==> src/design/b2a_pkg.sv <==
package b2a_pkg;

  localparam int unsigned KindW   = 3;
  localparam int unsigned ValueW  = 32;
  localparam int unsigned DigitsW = 8;
  localparam int unsigned CharW   = 8;
  localparam int unsigned CountW  = 5;

  localparam logic [KindW-1:0] KIND_UDEC = 3'd0;
  localparam logic [KindW-1:0] KIND_SDEC = 3'd1;
  localparam logic [KindW-1:0] KIND_HEX  = 3'd2;
  localparam logic [KindW-1:0] KIND_Q16  = 3'd3;
  localparam logic [KindW-1:0] KIND_FIX  = 3'd4;

  localparam logic [CountW-1:0] MAX_CHARS_RST = 5'd31;

  localparam logic [CharW-1:0] CHAR_ZERO     = 8'h30;
  localparam logic [CharW-1:0] CHAR_HEX_BASE = 8'h37;
  localparam logic [CharW-1:0] CHAR_MINUS    = 8'h2D;
  localparam logic [CharW-1:0] CHAR_POINT    = 8'h2E;
  localparam logic [CharW-1:0] CHAR_NONE     = 8'h00;

  function automatic logic [CharW-1:0] dec_char(input logic [3:0] nib);
    return CHAR_ZERO + {4'b0000, nib};
  endfunction

  function automatic logic [CharW-1:0] hex_char(input logic [3:0] nib);
    logic [CharW-1:0] c;
    if (nib < 4'd10) begin
      c = CHAR_ZERO + {4'b0000, nib};
    end else begin
      c = CHAR_HEX_BASE + {4'b0000, nib};
    end
    return c;
  endfunction

endpackage

==> src/design/b2a_if.sv <==
interface b2a_in_if;
  import b2a_pkg::*;

  logic               valid;
  logic               ready;
  logic [KindW-1:0]   kind;
  logic [ValueW-1:0]  value;
  logic [DigitsW-1:0] digits;

  modport source (output valid, kind, value, digits, input ready);
  modport sink (input valid, kind, value, digits, output ready);
endinterface

interface b2a_out_if;
  import b2a_pkg::*;

  logic              valid;
  logic              ready;
  logic [CharW-1:0]  character;
  logic              last;
  logic              empty_res;
  logic              truncated;
  logic [CountW-1:0] written_count;

  modport source (output valid, character, last, empty_res, truncated, written_count,
                  input ready);
  modport sink (input valid, character, last, empty_res, truncated, written_count,
                output ready);
endinterface

interface b2a_cfg_if;
  import b2a_pkg::*;

  logic              valid;
  logic              ready;
  logic [CountW-1:0] data;

  modport source (output valid, data, input ready);
  modport sink (input valid, data, output ready);
endinterface

==> src/design/binary_to_ascii_number_converter.sv <==
// Channel   Dir  Word carried
// --------  ---  ----------------------------------------------------------
// cfg_i     in   max_chars (always ready)
// in_i      in   kind, value, digits (ready only between items)
// out_o     out  character, last, empty_res, truncated, written_count
//
// An item is taken in the idle state, then goes through a bit-serial shift-add-3
// conversion (of the integer half only for Q16.16, skipped for hex), a sizing
// step and the emission of one output word per kept character.
// Reset brings max_chars to 31 and empties the output register.
// A stalled output holds the current word and pauses character generation.
module binary_to_ascii_number_converter (
  input logic     clk_i,
  input logic     rst_ni,
  b2a_cfg_if.sink cfg_i,
  b2a_in_if.sink  in_i,
  b2a_out_if.source out_o
);
  import b2a_pkg::*;

  localparam int unsigned BcdDigits = 10;
  localparam int unsigned BcdW      = 4 * BcdDigits;
  localparam int unsigned HexDigits = ValueW / 4;
  localparam int unsigned FracW     = ValueW / 2;

  typedef enum logic [2:0] {
    StIdle,
    StConv,
    StSize,
    StSign,
    StInt,
    StPoint,
    StFrac
  } state_e;

  state_e             state_q;
  logic [CountW-1:0]  max_chars_q;
  logic [CountW-1:0]  kept_q;
  logic [CountW-1:0]  cnt_q;
  logic               trunc_q;
  logic [3:0]         idx_q;
  logic [3:0]         rem_q;
  logic [4:0]         bitcnt_q;
  logic               ovalid_q;
  logic [CharW-1:0]   ochar_q;
  logic               olast_q;
  logic               oempty_q;
  logic               otrunc_q;
  logic [CountW-1:0]  ocount_q;

  logic [KindW-1:0]   kind_q;
  logic [3:0]         dg_q;
  logic               neg_q;
  logic [ValueW-1:0]  sh_q;
  logic [BcdW-1:0]    bcd_q;
  logic [FracW-1:0]   frac_q;

  logic               in_accept;
  logic               in_neg;
  logic [ValueW-1:0]  in_mag;
  logic [3:0]         dg_clamp;
  logic [BcdW-1:0]    bcd_adj;
  logic [3:0]         nd;
  logic [3:0]         nh;
  logic [3:0]         hex_n;
  logic [3:0]         ndq;
  logic [4:0]         frac_len;
  logic [4:0]         len_c;
  logic [3:0]         int_n;
  logic [3:0]         idx0;
  logic [CountW-1:0]  kept_c;
  logic [3:0]         bcd_dig;
  logic [3:0]         hex_nib;
  logic [FracW+3:0]   frac_x10;
  logic               emitting;
  logic               out_free;
  logic               push;
  logic               is_last;
  logic [CharW-1:0]   char_c;
  logic               last_c;
  logic               empty_c;
  logic               trunc_c;
  logic [CountW-1:0]  count_c;

  assign in_accept   = (state_q == StIdle) && in_i.valid;
  assign in_i.ready  = (state_q == StIdle);
  assign cfg_i.ready = 1'b1;

  assign in_neg = in_i.value[ValueW-1] &&
                  ((in_i.kind == KIND_SDEC) || (in_i.kind == KIND_Q16) ||
                   (in_i.kind == KIND_FIX));
  assign in_mag = in_neg ? (~in_i.value + 32'd1) : in_i.value;

  always_comb begin
    case (in_i.kind)
      KIND_HEX: dg_clamp = (in_i.digits > 8'd8) ? 4'd8 : in_i.digits[3:0];
      KIND_Q16: dg_clamp = (in_i.digits > 8'd6) ? 4'd6 : in_i.digits[3:0];
      KIND_FIX: dg_clamp = (in_i.digits > 8'd9) ? 4'd9 : in_i.digits[3:0];
      default:  dg_clamp = 4'd0;
    endcase
  end

  always_comb begin
    for (int i = 0; i < BcdDigits; i++) begin
      bcd_adj[4*i +: 4] = (bcd_q[4*i +: 4] >= 4'd5) ? (bcd_q[4*i +: 4] + 4'd3)
                                                     : bcd_q[4*i +: 4];
    end
  end

  always_comb begin
    nd      = 4'd1;
    nh      = 4'd0;
    bcd_dig = 4'd0;
    hex_nib = 4'd0;
    for (int i = 1; i < BcdDigits; i++) begin
      if (bcd_q[4*i +: 4] != 4'd0) begin
        nd = 4'(i + 1);
      end
    end
    for (int i = 0; i < HexDigits; i++) begin
      if (sh_q[4*i +: 4] != 4'd0) begin
        nh = 4'(i + 1);
      end
    end
    for (int i = 0; i < BcdDigits; i++) begin
      if (idx_q == 4'(i)) begin
        bcd_dig = bcd_q[4*i +: 4];
      end
    end
    for (int i = 0; i < HexDigits; i++) begin
      if (idx_q == 4'(i)) begin
        hex_nib = sh_q[4*i +: 4];
      end
    end
  end

  always_comb begin
    hex_n    = (nh > dg_q) ? nh : dg_q;
    if (hex_n == 4'd0) begin
      hex_n = 4'd1;
    end
    ndq      = (nd > dg_q) ? (nd - dg_q) : 4'd1;
    frac_len = (dg_q != 4'd0) ? ({1'b0, dg_q} + 5'd1) : 5'd0;
    case (kind_q)
      KIND_UDEC: begin
        len_c = {1'b0, nd};
        int_n = nd;
        idx0  = nd - 4'd1;
      end
      KIND_SDEC: begin
        len_c = {4'b0000, neg_q} + {1'b0, nd};
        int_n = nd;
        idx0  = nd - 4'd1;
      end
      KIND_HEX: begin
        len_c = {1'b0, hex_n};
        int_n = hex_n;
        idx0  = hex_n - 4'd1;
      end
      KIND_Q16: begin
        len_c = {4'b0000, neg_q} + {1'b0, nd} + frac_len;
        int_n = nd;
        idx0  = nd - 4'd1;
      end
      KIND_FIX: begin
        len_c = {4'b0000, neg_q} + {1'b0, ndq} + frac_len;
        int_n = ndq;
        idx0  = dg_q + ndq - 4'd1;
      end
      default: begin
        len_c = 5'd0;
        int_n = 4'd1;
        idx0  = 4'd0;
      end
    endcase
    kept_c = (len_c < max_chars_q) ? len_c : max_chars_q;
  end

  assign frac_x10 = {1'b0, frac_q, 3'b000} + {3'b000, frac_q, 1'b0};

  assign emitting = (state_q == StSign) || (state_q == StInt) ||
                    (state_q == StPoint) || (state_q == StFrac);
  assign out_free = !ovalid_q || out_o.ready;
  assign push     = out_free && (emitting || ((state_q == StSize) && (kept_c == '0)));
  assign is_last  = (cnt_q == (kept_q - 5'd1));

  always_comb begin
    last_c  = is_last;
    empty_c = 1'b0;
    trunc_c = is_last && trunc_q;
    count_c = is_last ? kept_q : '0;
    case (state_q)
      StSign:  char_c = CHAR_MINUS;
      StInt:   char_c = (kind_q == KIND_HEX) ? hex_char(hex_nib) : dec_char(bcd_dig);
      StPoint: char_c = CHAR_POINT;
      StFrac:  char_c = (kind_q == KIND_Q16) ? dec_char(frac_x10[FracW+3:FracW])
                                              : dec_char(bcd_dig);
      default: begin
        char_c  = CHAR_NONE;
        last_c  = 1'b1;
        empty_c = 1'b1;
        trunc_c = (len_c > kept_c);
        count_c = '0;
      end
    endcase
  end

  always_ff @(posedge clk_i or negedge rst_ni) begin
    if (!rst_ni) begin
      state_q     <= StIdle;
      max_chars_q <= MAX_CHARS_RST;
      kept_q      <= '0;
      cnt_q       <= '0;
      trunc_q     <= 1'b0;
      idx_q       <= '0;
      rem_q       <= '0;
      bitcnt_q    <= '0;
      ovalid_q    <= 1'b0;
      ochar_q     <= '0;
      olast_q     <= 1'b0;
      oempty_q    <= 1'b0;
      otrunc_q    <= 1'b0;
      ocount_q    <= '0;
    end else begin
      if (cfg_i.valid) begin
        max_chars_q <= cfg_i.data;
      end
      if (push) begin
        ovalid_q <= 1'b1;
        ochar_q  <= char_c;
        olast_q  <= last_c;
        oempty_q <= empty_c;
        otrunc_q <= trunc_c;
        ocount_q <= count_c;
      end else if (out_o.ready) begin
        ovalid_q <= 1'b0;
      end
      case (state_q)
        StIdle: begin
          if (in_i.valid) begin
            bitcnt_q <= (in_i.kind == KIND_Q16) ? 5'd15 : 5'd31;
            if ((in_i.kind == KIND_UDEC) || (in_i.kind == KIND_SDEC) ||
                (in_i.kind == KIND_Q16) || (in_i.kind == KIND_FIX)) begin
              state_q <= StConv;
            end else begin
              state_q <= StSize;
            end
          end
        end
        StConv: begin
          bitcnt_q <= bitcnt_q - 5'd1;
          if (bitcnt_q == 5'd0) begin
            state_q <= StSize;
          end
        end
        StSize: begin
          kept_q  <= kept_c;
          trunc_q <= (len_c > kept_c);
          cnt_q   <= '0;
          idx_q   <= idx0;
          rem_q   <= int_n;
          if (kept_c == '0) begin
            if (out_free) begin
              state_q <= StIdle;
            end
          end else begin
            state_q <= neg_q ? StSign : StInt;
          end
        end
        StSign: begin
          if (push) begin
            cnt_q   <= cnt_q + 5'd1;
            state_q <= is_last ? StIdle : StInt;
          end
        end
        StInt: begin
          if (push) begin
            cnt_q <= cnt_q + 5'd1;
            idx_q <= idx_q - 4'd1;
            rem_q <= rem_q - 4'd1;
            if (is_last) begin
              state_q <= StIdle;
            end else if (rem_q == 4'd1) begin
              state_q <= StPoint;
            end
          end
        end
        StPoint: begin
          if (push) begin
            cnt_q   <= cnt_q + 5'd1;
            state_q <= is_last ? StIdle : StFrac;
          end
        end
        StFrac: begin
          if (push) begin
            cnt_q <= cnt_q + 5'd1;
            idx_q <= idx_q - 4'd1;
            if (is_last) begin
              state_q <= StIdle;
            end
          end
        end
        default: state_q <= StIdle;
      endcase
    end
  end

  always_ff @(posedge clk_i) begin
    if (in_accept) begin
      kind_q <= in_i.kind;
      dg_q   <= dg_clamp;
      neg_q  <= in_neg;
      sh_q   <= (in_i.kind == KIND_Q16) ? {in_mag[ValueW-1:FracW], {FracW{1'b0}}} : in_mag;
      frac_q <= in_mag[FracW-1:0];
      bcd_q  <= '0;
    end else if (state_q == StConv) begin
      bcd_q <= {bcd_adj[BcdW-2:0], sh_q[ValueW-1]};
      sh_q  <= {sh_q[ValueW-2:0], 1'b0};
    end else if ((state_q == StFrac) && push && (kind_q == KIND_Q16)) begin
      frac_q <= frac_x10[FracW-1:0];
    end
  end

  assign out_o.valid         = ovalid_q;
  assign out_o.character     = ochar_q;
  assign out_o.last          = olast_q;
  assign out_o.empty_res     = oempty_q;
  assign out_o.truncated     = otrunc_q;
  assign out_o.written_count = ocount_q;

`ifndef SYNTHESIS
  a_partial_word_busy: assert property (@(posedge clk_i) disable iff (!rst_ni)
    (ovalid_q && !olast_q) |-> (state_q != StIdle))
    else $error("non-final character waits while the converter is idle");

  a_summary_on_last: assert property (@(posedge clk_i) disable iff (!rst_ni)
    (ovalid_q && !olast_q) |-> ((ocount_q == '0) && !otrunc_q))
    else $error("count or truncation shown before the final character");

  a_empty_is_last: assert property (@(posedge clk_i) disable iff (!rst_ni)
    (ovalid_q && oempty_q) |-> (olast_q && (ocount_q == '0)))
    else $error("empty marker is not a final word with zero count");

  a_count_in_range: assert property (@(posedge clk_i) disable iff (!rst_ni)
    emitting |-> (cnt_q < kept_q))
    else $error("character counter ran past the kept length");
`endif

endmodule
==> src/flat_wrapper.sv <==
// flat-port wrapper written by rule: the top's interface ports become plain ports
module binary_to_ascii_number_converter_flat import b2a_pkg::*;
  (clk_i, rst_ni, cfg_i_valid, cfg_i_data, cfg_i_ready, in_i_valid, in_i_kind, in_i_value, in_i_digits, in_i_ready, out_o_valid, out_o_character, out_o_last, out_o_empty_res, out_o_truncated, out_o_written_count, out_o_ready);
  b2a_cfg_if cfg_i_i ();
  b2a_in_if in_i_i ();
  b2a_out_if out_o_i ();
  input logic clk_i;
  input logic rst_ni;
  input wire logic [$bits(cfg_i_i.valid)-1:0] cfg_i_valid;
  input wire logic [$bits(cfg_i_i.data)-1:0] cfg_i_data;
  output wire logic [$bits(cfg_i_i.ready)-1:0] cfg_i_ready;
  input wire logic [$bits(in_i_i.valid)-1:0] in_i_valid;
  input wire logic [$bits(in_i_i.kind)-1:0] in_i_kind;
  input wire logic [$bits(in_i_i.value)-1:0] in_i_value;
  input wire logic [$bits(in_i_i.digits)-1:0] in_i_digits;
  output wire logic [$bits(in_i_i.ready)-1:0] in_i_ready;
  output wire logic [$bits(out_o_i.valid)-1:0] out_o_valid;
  output wire logic [$bits(out_o_i.character)-1:0] out_o_character;
  output wire logic [$bits(out_o_i.last)-1:0] out_o_last;
  output wire logic [$bits(out_o_i.empty_res)-1:0] out_o_empty_res;
  output wire logic [$bits(out_o_i.truncated)-1:0] out_o_truncated;
  output wire logic [$bits(out_o_i.written_count)-1:0] out_o_written_count;
  input wire logic [$bits(out_o_i.ready)-1:0] out_o_ready;
  assign cfg_i_i.valid = cfg_i_valid;
  assign cfg_i_i.data = cfg_i_data;
  assign cfg_i_ready = cfg_i_i.ready;
  assign in_i_i.valid = in_i_valid;
  assign in_i_i.kind = in_i_kind;
  assign in_i_i.value = in_i_value;
  assign in_i_i.digits = in_i_digits;
  assign in_i_ready = in_i_i.ready;
  assign out_o_valid = out_o_i.valid;
  assign out_o_character = out_o_i.character;
  assign out_o_last = out_o_i.last;
  assign out_o_empty_res = out_o_i.empty_res;
  assign out_o_truncated = out_o_i.truncated;
  assign out_o_written_count = out_o_i.written_count;
  assign out_o_i.ready = out_o_ready;
  binary_to_ascii_number_converter u_core (.clk_i(clk_i), .rst_ni(rst_ni), .cfg_i(cfg_i_i), .in_i(in_i_i), .out_o(out_o_i));
endmodule
==> config.mk <==
export PLATFORM = sky130hd
export DESIGN_NAME = binary_to_ascii_number_converter_flat
export DESIGN_NICKNAME = d
export VERILOG_FILES = /design/src/design/b2a_pkg.sv /design/src/design/b2a_if.sv /design/src/design/binary_to_ascii_number_converter.sv /design/src/flat_wrapper.sv
export SDC_FILE = /design/constraint.sdc
export NUM_CORES = 1
export LEC_CHECK = 0
export BUFFER_PORTS_ARGS = -buffer_cell sky130_fd_sc_hd__buf_2
export CORE_MARGIN = 8
export CORE_UTILIZATION = 55
export CTS_CLUSTER_DIAMETER = 120
export DETAILED_ROUTE_END_ITERATION = 16
export PLACE_DENSITY = 0.78
export SKIP_LAST_GASP = 1
export SLEW_MARGIN = 30
export SYNTH_ARGS = -nofsm -noshare
export SYNTH_HDL_FRONTEND = slang
export SYNTH_SLANG_ARGS = --single-unit
==> constraint.sdc <==
create_clock -name clk_i -period 17.29 [get_ports clk_i]
set_input_delay 0.8645 -clock clk_i [delete_from_list [all_inputs] [get_ports clk_i]]
set_output_delay 0.8645 -clock clk_i [all_outputs]
set_load 0.01 [all_outputs]
==> out/qor.yml <==
yosys:
  synth_nets: 1452
  synthFlopType: "edfxtp_1"
  ys_ff_latch: 144
  yosys.area.top_type: "edfxtp_1"
  synth_area_leaders: "edfxtp_1 (15%), dfrtp_1 (9.8%), ha_1 (8.5%), dfxtp_1 (7.3%), o21ai_0 (7.0%)"
  async_flop_share_pct: 33.3
  ys_seq_area_share_pct: 33.8
  syn_inst: 1319
  synth_top_area_share_pct: 15.4
  synth.avg_cell_area_um2: 8.28
  yosys.cell_types.count: 86
  yosysWarnings: 0
  synth_area_mm2: 0.0109
  synth-edff-count: 56
timing:
  period_minus_slack_ns: 7.21
  hold_violations: 0
  slew_headroom_pct: 32.5
  tightest_slew_ns: 1.01
  final.period_utilization_pct: 41.7
  rsz0062_at_grt: "no"
  fmax_mhz: 139
  setup_violations: 0
  drv_slew: 0
  final.setup_skew_ns: 0.00985
  final.setup.tns_ns: 0
global_routing:
  grt_first_pass_wirelength_um: 46500
  grt_max_degree: 86
  grt_pass1_vias: 9570
  antenna_found_initial: 0
  track_usage_pct: 23.2
  gr-total-overflow: 0
place:
  place_hpwl_um: 21100
  numPortBuffers: 69
  dpl.cell_count: 1601
  routabilityCongestion: 0.949
clock_network:
  cts.sinks: 144
  ctsResizeCount: 0
  clk_pin_slew_ns: 0.06
  htreeDepth: 4
  cts-buffers-inserted: 17
  cts_setup_buffers: 0
  clk_latency_ns: 0.43
  hold_buffers: 0
  cts-root-buf: "clkbuf_16"
  cts_tree: "built"
  cts.path.max_buffers: 2
setup_path:
  end_kind: "flop"
  critPathTopFamily: "compound AO/OA/AOI/OAI gates"
  critPathArrivalTime_ns: 7.48
  start_kind: "flop"
  required_ns: 17.56
  critical_path.max_stage_delay_ns: 0.42
  cp_max_fo: 6
  worstReg2RegStart: "u_core.bcd_q[12]"
  crit_top_cell: "ha_1"
  r2r-end: "u_core.trunc_q"
  crit_cells: 30
  crit_buf_inv: 3
  critPathSlowestCell: "maj3_1"
  rrSetupSlack_ns: 10.08
  r2r_cells: 30
  worstSetupPathType: "reg -> reg"
drt:
  ant_nets: 0
  wirelength_um: 28200
  vias_per_cell: 6.09
  drt-pass1-iter-count: 5
  drtIter0Drc: 838
  via_count: 9940
  drc: 0
  wire_per_inst_um: 17.3
layout:
  instances_no_fill: 1633
  fillerInstances: 1665
  syn_to_final_growth_pct: 10.1
  final_cell_mix: "o21ai_0 (151), nand2_1 (124), a21oi_1 (121)"
  nNetsFinal: 1488
  drive_gt1_share_pct: 10.2
  regArea_mm2: 0.00369
  final_common_cell: "o21ai_0"
  antennaDiodeCount: 0
  multi_input_area_mm2: 0.00671
floorplan:
  fp.dieH_um: 157
  dieWidth_um: 157
  rows: 51
  core_area_mm2: 0.0195
  start_util_pct: 56.1
  boundaryPins: 72
  dieArea_mm2: 0.0246
outcome:
  outcome: "finished, final reports clean"
min_path:
  min_path_type: "in -> async"
job:
  max-cap-violations: 0
[cell families (layout without fill, tap and decap cells)]
kind of cell	after synthesis	after routing	synth area share, %
xor+xnor	78	78	6.25
other cells	2	2	0.0687
buf+inv	139	188	4.96
simple gates	434	434	19.6
compound gates	420	420	23.5
flops	144	144	33.8
fa+ha+maj	82	82	9.76
mux	20	20	2.06
[state kept, by name, indices dropped and copies added, names as in the netlist, 7 cells and up]
name and count:
u_core.out_o.character 7, u_core.sh_q 32, u_core.bcd_q 40, u_core.frac_q 16
[per-stage QoR]
stage	worst slack [ns]	instance area, µm²	util [%]	hold WS (ns)
after floorplan	10.99	10900	-	0.450
after detailed placement	10.21	11400	58.7	0.477
after CTS	10.18	12000	61.8	0.465
after global placement	10.43	11400	58.7	0.465
final	10.08	12000	61.8	0.450
after global routing	9.58	12000	61.8	0.499
[final cells by class]
cell class	instances	area share, %
multi-input cells	1036	55.8
flip-flops and latches	144	30.7
clock buffers	20	3.63
repair buffers	75	3.27
well taps	265	2.76
inverters	81	2.53
clock inverters	12	1.32
[Yosys cell counts (6+ instances only)]
master	n
mux2i_1	12
or4_1	6
clkbuf_1	46
nor4_1	6
a21o_1	8
a41oi_1	7
ha_1	74
and3_1	8
a221oi_1	8
nand3_1	68
o22ai_1	9
nand2_1	125
a31oi_1	15
xnor2_1	44
fa_1	6
nor3_1	26
edfxtp_1	56
nor2_1	101
nor3b_1	14
dfxtp_1	40
a211oi_1	8
nand2b_1	21
o31ai_1	10
a21oi_1	121
o21a_1	6
dfrtp_1	43
buf_1	7
xor2_1	34
mux2_2	6
or3_1	9
inv_1	78
o21ai_0	152
nor2b_1	17
a22o_1	9
o211ai_1	11
and2_1	7
[how the worst max path moves through the flow]
| stage | from | endpoint | slack [ns] |
|---|---|---|---|
| global route | u_core.bcd_q[12] | u_core.trunc_q | 9.58 |
| finish | u_core.bcd_q[12] | u_core.trunc_q | 10.08 |
| CTS | u_core.bcd_q[4] | u_core.trunc_q | 10.18 |
| detailed placement | u_core.bcd_q[4] | u_core.trunc_q | 10.21 |
| floorplan | u_core.bcd_q[12] | u_core.out_o.truncated | 10.99 |
| global placement | u_core.bcd_q[4] | u_core.trunc_q | 10.43 |
[routing by layer]
layer / vias to the layer above / GRT usage, % / wire length, µm
met3: 74 / 4.88 / 1620
li1: 4871 / - / -
met2: 349 / 38.4 / 13200
met1: 4646 / 29.0 / 12400
met4: 0 / 9.34 / 947
met5: - / 0 / 0
Power is left out: the tool's default activity adds up to more than one toggle a clock period on the data nets, which glitch-free logic cannot reach.
